===== src/rtl/csb_pkg.sv =====
// shared types and constants of the comment and string blanker
package csb_pkg;

    localparam int CHAR_W = 16;

    // result queue depth, must be a power of two and at least 2
    localparam int QDEPTH = 4;

    localparam logic [CHAR_W-1:0] CH_LF        = 16'd10;
    localparam logic [CHAR_W-1:0] CH_CR        = 16'd13;
    localparam logic [CHAR_W-1:0] CH_SPACE     = 16'd32;
    localparam logic [CHAR_W-1:0] CH_DQUOTE    = 16'd34;
    localparam logic [CHAR_W-1:0] CH_SQUOTE    = 16'd39;
    localparam logic [CHAR_W-1:0] CH_STAR      = 16'd42;
    localparam logic [CHAR_W-1:0] CH_SLASH     = 16'd47;
    localparam logic [CHAR_W-1:0] CH_BACKSLASH = 16'd92;

    localparam int MODE_W = 3;

    localparam logic [MODE_W-1:0] MODE_CODE  = 3'd0;
    localparam logic [MODE_W-1:0] MODE_LINE  = 3'd1;
    localparam logic [MODE_W-1:0] MODE_BLOCK = 3'd2;
    localparam logic [MODE_W-1:0] MODE_DQ    = 3'd3;
    localparam logic [MODE_W-1:0] MODE_SQ    = 3'd4;

    typedef struct packed {
        logic [CHAR_W-1:0] char_in;
        logic              is_final;
    } src_req_t;

    typedef struct packed {
        logic [CHAR_W-1:0] char_out;
        logic              out_final;
    } dst_req_t;

endpackage


===== src/rtl/comment_string_blanker.sv =====
// top level of the comment and string blanker: scanner state and result queue
//
// Blanks line comments, block comments and quoted literals (delimiters
// included) in a stream of 16-bit characters, keeping LF and CR, and gives
// one result per input character. A request is taken in every cycle in which
// the result queue holds at most two entries, so plain text flows at one
// character per cycle while dst_ready stays high; each result is registered
// in the result queue. A slash in code is held back until the next character
// arrives; that character then yields two results (the slash and itself, or
// two spaces when a comment opens), and the output side moves one result per
// cycle. The four-entry result queue lets the input side keep accepting while
// a result waits on the output, and a stalled output backs up into src_ready
// once more than two results are queued. The request marked is_final drains
// any held slash and returns the scanner to its reset state.
module comment_string_blanker (
    input  logic              clk,
    input  logic              rst_n,
    input  logic              src_valid,
    output logic              src_ready,
    input  csb_pkg::src_req_t src,
    output logic              dst_valid,
    input  logic              dst_ready,
    output csb_pkg::dst_req_t dst
);

    localparam int PTR_W = $clog2(csb_pkg::QDEPTH);
    localparam int CNT_W = $clog2(csb_pkg::QDEPTH + 1);

    // scanner state
    logic [csb_pkg::MODE_W-1:0] mode_reg, mode_next;
    logic                       slash_held_reg, slash_held_next;
    logic                       star_seen_reg, star_seen_next;
    logic                       escape_armed_reg, escape_armed_next;

    // result queue
    csb_pkg::dst_req_t queue_reg [csb_pkg::QDEPTH];
    logic [PTR_W-1:0]  wr_ptr_reg, wr_ptr_next;
    logic [PTR_W-1:0]  rd_ptr_reg, rd_ptr_next;
    logic [CNT_W-1:0]  count_reg, count_next;

    logic accept;
    logic pop;

    // step results
    logic [1:0]                 push_n;
    logic [csb_pkg::CHAR_W-1:0] res0_char, res1_char;
    logic                       res0_final, res1_final;

    // character class and code-mode handling of the current character
    logic [csb_pkg::CHAR_W-1:0] c;
    logic                       fin;
    logic                       line_end;
    logic [csb_pkg::CHAR_W-1:0] blank_char;
    logic                       code_emit;
    logic [csb_pkg::CHAR_W-1:0] code_char;
    logic [csb_pkg::MODE_W-1:0] code_mode;
    logic                       code_hold;
    logic [csb_pkg::CHAR_W-1:0] quote_char;

    assign c          = src.char_in;
    assign fin        = src.is_final;
    assign line_end   = (c == csb_pkg::CH_LF) || (c == csb_pkg::CH_CR);
    assign blank_char = line_end ? c : csb_pkg::CH_SPACE;
    assign quote_char = (mode_reg == csb_pkg::MODE_DQ) ? csb_pkg::CH_DQUOTE
                                                       : csb_pkg::CH_SQUOTE;

    // handshake: room for the two results a request may cause
    assign src_ready = (count_reg <= CNT_W'(csb_pkg::QDEPTH - 2));
    assign accept    = src_valid && src_ready;
    assign dst_valid = (count_reg != '0);
    assign pop       = dst_valid && dst_ready;
    assign dst       = queue_reg[rd_ptr_reg];

    // a character seen in code mode
    always_comb
    begin
        code_emit = 1'b1;
        code_char = c;
        code_mode = csb_pkg::MODE_CODE;
        code_hold = 1'b0;
        if (c == csb_pkg::CH_SLASH)
        begin
            // hold back unless it is the last character
            if (!fin)
            begin
                code_emit = 1'b0;
                code_hold = 1'b1;
            end
        end
        else if (c == csb_pkg::CH_DQUOTE)
        begin
            code_mode = csb_pkg::MODE_DQ;
            code_char = csb_pkg::CH_SPACE;
        end
        else if (c == csb_pkg::CH_SQUOTE)
        begin
            code_mode = csb_pkg::MODE_SQ;
            code_char = csb_pkg::CH_SPACE;
        end
    end

    // one scanner step
    always_comb
    begin
        mode_next         = mode_reg;
        slash_held_next   = slash_held_reg;
        star_seen_next    = star_seen_reg;
        escape_armed_next = escape_armed_reg;
        push_n            = 2'd1;
        res0_char         = blank_char;
        res1_char         = blank_char;

        if (slash_held_reg)
        begin
            slash_held_next = 1'b0;
            if (c == csb_pkg::CH_SLASH)
            begin
                // line comment opens
                push_n    = 2'd2;
                res0_char = csb_pkg::CH_SPACE;
                res1_char = csb_pkg::CH_SPACE;
                mode_next = csb_pkg::MODE_LINE;
            end
            else if (c == csb_pkg::CH_STAR)
            begin
                // block comment opens, this star cannot close it
                push_n         = 2'd2;
                res0_char      = csb_pkg::CH_SPACE;
                res1_char      = csb_pkg::CH_SPACE;
                mode_next      = csb_pkg::MODE_BLOCK;
                star_seen_next = 1'b0;
            end
            else
            begin
                // plain slash, then the character handled as code
                push_n            = code_emit ? 2'd2 : 2'd1;
                res0_char         = csb_pkg::CH_SLASH;
                res1_char         = code_char;
                mode_next         = code_mode;
                slash_held_next   = code_hold;
                escape_armed_next = 1'b0;
            end
        end
        else
        begin
            case (mode_reg)
                csb_pkg::MODE_LINE:
                begin
                    if (line_end)
                    begin
                        mode_next = csb_pkg::MODE_CODE;
                    end
                end
                csb_pkg::MODE_BLOCK:
                begin
                    if (star_seen_reg && (c == csb_pkg::CH_SLASH))
                    begin
                        mode_next      = csb_pkg::MODE_CODE;
                        star_seen_next = 1'b0;
                    end
                    else
                    begin
                        star_seen_next = (c == csb_pkg::CH_STAR);
                    end
                end
                csb_pkg::MODE_DQ, csb_pkg::MODE_SQ:
                begin
                    if (escape_armed_reg)
                    begin
                        escape_armed_next = 1'b0;
                    end
                    else if (c == quote_char)
                    begin
                        mode_next = csb_pkg::MODE_CODE;
                        res0_char = csb_pkg::CH_SPACE;
                    end
                    else if (c == csb_pkg::CH_BACKSLASH)
                    begin
                        escape_armed_next = 1'b1;
                    end
                end
                default:
                begin
                    // code mode, unused codes fall here too
                    push_n            = code_emit ? 2'd1 : 2'd0;
                    res0_char         = code_char;
                    mode_next         = code_mode;
                    slash_held_next   = code_hold;
                    escape_armed_next = 1'b0;
                end
            endcase
        end

        // last character: flag the last result and clear the scanner
        res0_final = fin && (push_n == 2'd1);
        res1_final = fin;
        if (fin)
        begin
            mode_next         = csb_pkg::MODE_CODE;
            slash_held_next   = 1'b0;
            star_seen_next    = 1'b0;
            escape_armed_next = 1'b0;
        end
    end

    // queue pointers and fill count
    always_comb
    begin
        wr_ptr_next = wr_ptr_reg;
        rd_ptr_next = rd_ptr_reg;
        count_next  = count_reg;
        if (accept)
        begin
            wr_ptr_next = wr_ptr_reg + PTR_W'(push_n);
            count_next  = count_next + CNT_W'(push_n);
        end
        if (pop)
        begin
            rd_ptr_next = rd_ptr_reg + 1'b1;
            count_next  = count_next - 1'b1;
        end
    end

    always_ff @(posedge clk or negedge rst_n)
    begin
        if (!rst_n)
        begin
            mode_reg         <= csb_pkg::MODE_CODE;
            slash_held_reg   <= 1'b0;
            star_seen_reg    <= 1'b0;
            escape_armed_reg <= 1'b0;
            wr_ptr_reg       <= '0;
            rd_ptr_reg       <= '0;
            count_reg        <= '0;
        end
        else
        begin
            if (accept)
            begin
                mode_reg         <= mode_next;
                slash_held_reg   <= slash_held_next;
                star_seen_reg    <= star_seen_next;
                escape_armed_reg <= escape_armed_next;
            end
            wr_ptr_reg <= wr_ptr_next;
            rd_ptr_reg <= rd_ptr_next;
            count_reg  <= count_next;
        end
    end

    // queue storage, no reset needed
    always_ff @(posedge clk)
    begin
        if (accept && (push_n != 2'd0))
        begin
            queue_reg[wr_ptr_reg] <= '{char_out: res0_char, out_final: res0_final};
        end
        if (accept && (push_n == 2'd2))
        begin
            queue_reg[wr_ptr_reg + 1'b1] <= '{char_out: res1_char, out_final: res1_final};
        end
    end

`ifndef SYNTHESIS
    // queue never overfills
    assert property (@(posedge clk) disable iff (!rst_n)
        count_reg <= CNT_W'(csb_pkg::QDEPTH))
    else $error("result queue overflow");

    // a slash is only ever held in code mode
    assert property (@(posedge clk) disable iff (!rst_n)
        slash_held_reg |-> (mode_reg == csb_pkg::MODE_CODE))
    else $error("slash held outside code mode");

    // the last character leaves the scanner in its reset state
    assert property (@(posedge clk) disable iff (!rst_n)
        (accept && src.is_final) |=> ((mode_reg == csb_pkg::MODE_CODE)
            && !slash_held_reg && !star_seen_reg && !escape_armed_reg))
    else $error("scanner not cleared after last character");

    // a held slash always produces results on the next request
    assert property (@(posedge clk) disable iff (!rst_n)
        (accept && slash_held_reg) |=> (count_reg != '0))
    else $error("held slash dropped");
`endif

endmodule

===== config.mk =====
export PLATFORM = sky130hd
export DESIGN_NAME = comment_string_blanker
export DESIGN_NICKNAME = d
export VERILOG_FILES = /design/src/rtl/csb_pkg.sv /design/src/rtl/comment_string_blanker.sv
export SDC_FILE = /design/constraint.sdc
export NUM_CORES = 1
export LEC_CHECK = 0
export BUFFER_PORTS_ARGS = -buffer_cell sky130_fd_sc_hd__buf_2
export CORE_ASPECT_RATIO = 1.5
export CORE_UTILIZATION = 48
export DETAILED_ROUTE_END_ITERATION = 8
export PLACE_DENSITY = 0.73
export SYNTH_ARGS = -nofsm -noshare
export SYNTH_HDL_FRONTEND = slang
export SYNTH_SLANG_ARGS = --single-unit

===== constraint.sdc =====
create_clock -name clk -period 3.6 [get_ports clk]
set_input_delay 0.36 -clock clk [delete_from_list [all_inputs] [get_ports clk]]
set_output_delay 0.36 -clock clk [all_outputs]
set_load 0.005 [all_outputs]

==> impl_metrics.yaml <==
outcome:
  outcome: "finished clean"
sta:
  holdWs_ns: 0.3500
  maxSlewHeadroom_pct: 35.21
  finalMaxSlewViolations: 0
  fin_setup_tns_ns: 0
  fin_crit_ns: 2.847
  worst_slew_pin_slew_ns: 0.9653
  finalHoldViolations: 0
  rsz0062_at_grt: "false"
  period_share_pct: 79.08
  skew_ns: 0.005805
  finalSetupViolations: 0
  max_freq_mhz: 351.3
layout:
  areaGrowthSynthToFinish_pct: 13.68
  drive_above_1_share_pct: 22.59
  antenna_cells: 0
  fin_area_um2: 4898
  largest_reg_flops: 68
  fin_cells: 504
  fin_nets: 414
global_route:
  antenna_found_initial: 0
  grt_pass1_vias: 3029
  grt_max_degree: 19
  grt_use_total_pct: 21.59
  grt_pass1_wl_um: 14760
  grt-ovfl-total: 0
floorplan:
  die-area_um2: 9368
  io_pins: 40
  dieWidth_um: 79.36
  die_h_um: 118.0
  rows: 42
  core_um2: 8776
  start_util_pct: 49.10
setup_path:
  r2r-start: "mode_reg[0]$_DFFE_PN0P_"
  reg2reg_slack_ns: 0.88
  crit_fanout: 7
  path_cells: "buf_2, nor4_4, nand4_2, or2_4, nor3_1, nor2_1, ha_1, inv_1, fa_1, nor2_1, a21oi_1, ha_1, mux2i_1"
  path_class: "input pin to flop"
  cpMaxStageDelayCell: "nor4_4"
  cp.required_ns: 3.86
  cp-end-kind: "flop"
  worstSetupStartpointType: "input pin"
  r2r_cells: 12
  rr_endpoint: "count_reg[2]$_DFF_PN0_"
  cp_data_arrival_time_ns: 3.11
  cpPeakStageDelay_ns: 0.43
detailed_routing:
  remaining_drc_errors: 0
  drt-initial-drc-count: 191
  wl_per_cell_um: 18.07
  first_pass_iters: 4
  wl_um: 9108
  postRouteAntennaNets: 0
  via_per_inst: 5.841
  dr_total_vias: 2944
clock_network:
  cts_tree: "yes"
  clk_path_buf_depth: 2
  cts_root_buf: "clkbuf_16"
  cts_made_buffers: 9
  cts.sink_count: 81
  htreeDepth: 3
  clock_latency_ns: 0.34
  clk_pin_slew_ns: 0.06
yosys:
  synth_top_area_share_pct: 47.39
  syn_avg_cell_area_um2: 12.24
  synth_nets: 377
  synth_compound_area_share_pct: 10.19
  synth_warnings: 0
  synth_cell_type_count: 56
  yosys-top-cells-area: "edfxtp_1 47%, mux4_2 8.9%, dfrtp_1 7.5%, and2_1 6.7%, nor2_1 2.7%"
  synth_top_family_by_area: "simple AND/OR/NAND/NOR gates"
  yosys-top-cells-count: "68 x edfxtp_1, 46 x and2_1, 31 x nor2_1"
  yosysMostFrequentCell: "edfxtp_1"
  synthXorXnorAreaFrac_pct: 2.003
  synth-seq-area-share_pct: 54.94
  synth-seq-cells: 81
  synth_cells: 352
  syn_area_um2: 4309
  muxShareOfSynthArea_pct: 9.611
  synth_edf_count: 68
  synth_ff_type: "edfxtp_1"
  synthAdderAreaFrac_pct: 1.336
  yosysTopAreaCell: "edfxtp_1"
  synthArstFlopShare_pct: 16.05
  synthSimpleGateAreaFrac_pct: 19.43
place:
  dp_cells: 487
  placed_area_um2: 4599
  io_buffer_count: 39
  dp_hpwl_um: 6358
  gp_congestion: 0.8644
hold_path:
  hold_start: "src[16]"
  hold_path_depth: 2
  holdPathEnd: "queue_reg[1][16]$_DFFE_PP_"
  hold_class: "input pin to flop"
run:
  drv_cap: 0
power_and_ir_drop:
  power_density_nw_per_um2: 756.0
  p_leak_uw: 0.001797
  max-vdd-ir-drop_uv: 452.0
worst max path at each step:
stage                                 from                         to  slack, ns  cells after the start
floorplan           count_reg[1]$_DFF_PN0_  queue_reg[0][0]$_DFFE_PP_       0.70                      5
global placement                   src[14]     count_reg[1]$_DFF_PN0_       0.51                     13
detailed placement                 src[14]     count_reg[1]$_DFF_PN0_       0.42                     13
CTS                                src[14]     count_reg[1]$_DFF_PN0_       0.77                     13
global route                       src[14]     count_reg[2]$_DFF_PN0_       0.48                     14
finish                             src[14]     count_reg[1]$_DFF_PN0_       0.75                     13
per-layer routing:
layer / share of wire, % / up-vias / GRT usage [%]
met5: 0 / - / 0
met4: 4.5 / 0 / 16.14
met3: 4.7 / 29 / 2.791
met2: 53 / 101 / 37.23
met1: 38 / 1425 / 23.51
li1: - / 1389 / -
critical path, delay by kind of cell:
family | cells | cell delay [ns]
multiplexers | 1 | 0.14
AND/OR/NAND/NOR | 6 | 1.38
AO/OA/AOI/OAI | 1 | 0.08
adder cells (fa/ha/maj) | 3 | 0.93
buffers and inverters | 2 | 0.20
power by group:
group	internal, uW	switching, uW
combinational	618	731
sequential	1320	150
clock	536	352
total	2470	1230
final cells by class:
type | instances | area [um^2]
Clock buffer | 11 | 232.7
Inverter | 4 | 15.01
Multi-Input combinational cell | 247 | 1839
Tap cell | 110 | 137.6
Fill cell | 721 | 3877
Sequential cell | 81 | 2367
Timing Repair Buffer | 46 | 250.2
Clock inverter | 5 | 56.30
cells by family (layout without fill, tap and decap cells):
family / count (synthesis) / after routing
flip-flops: 81 / 81
adder cells (fa/ha/maj): 4 / 4
AO/OA/AOI/OAI: 67 / 67
AND/OR/NAND/NOR: 147 / 147
XOR/XNOR: 9 / 9
buffers and inverters: 24 / 66
multiplexers: 20 / 20
through the flow:
stage | worst slack [ns] | utilization [%] | power (uW)
4_1_cts | 0.7655 | 55.82 | 3740
5_1_grt | 0.4765 | 55.82 | 3933
3_3_place_gp | 0.5054 | 52.41 | 2805
3_5_place_dp | 0.4214 | 52.41 | 2850
6_report | 0.7532 | 55.82 | 3703
2_1_floorplan | 0.7023 | - | 2423
timing repair:
action	4_1_cts	5_1_grt
gates resized for setup	0	0
endpoints found under the hold margin	13	0
hold buffers	1	0
buffers inserted	0	0
cell usage in the layout, fill, tap and decap left out, types with 3 or more instances in the layout:
| cell type | synthesis | layout |
|---|---|---|
| o21bai_1 | 4 | 4 |
| nor2_1 | 31 | 31 |
| and2_1 | 46 | 46 |
| or2_2 | 4 | 4 |
| o211ai_1 | 3 | 3 |
| nand2b_1 | 6 | 6 |
| clkbuf_16 | 0 | 9 |
| mux4_2 | 17 | 17 |
| a22oi_1 | 9 | 9 |
| nor3_1 | 3 | 3 |
| nand3_1 | 4 | 4 |
| o21ai_0 | 19 | 16 |
| o21ai_1 | 9 | 12 |
| a21boi_0 | 4 | 4 |
| o31ai_1 | 5 | 4 |
| buf_4 | 1 | 6 |
| dfrtp_1 | 13 | 13 |
| inv_1 | 3 | 3 |
| nand4_1 | 3 | 3 |
| xnor2_1 | 3 | 3 |
| xor2_1 | 5 | 5 |
| nand2_1 | 25 | 25 |
| and3_1 | 3 | 3 |
| buf_2 | 11 | 39 |
| edfxtp_1 | 68 | 68 |
| a21oi_1 | 6 | 6 |
| ha_1 | 3 | 3 |
No activity file was read; power rests on OpenSTA's default activity.
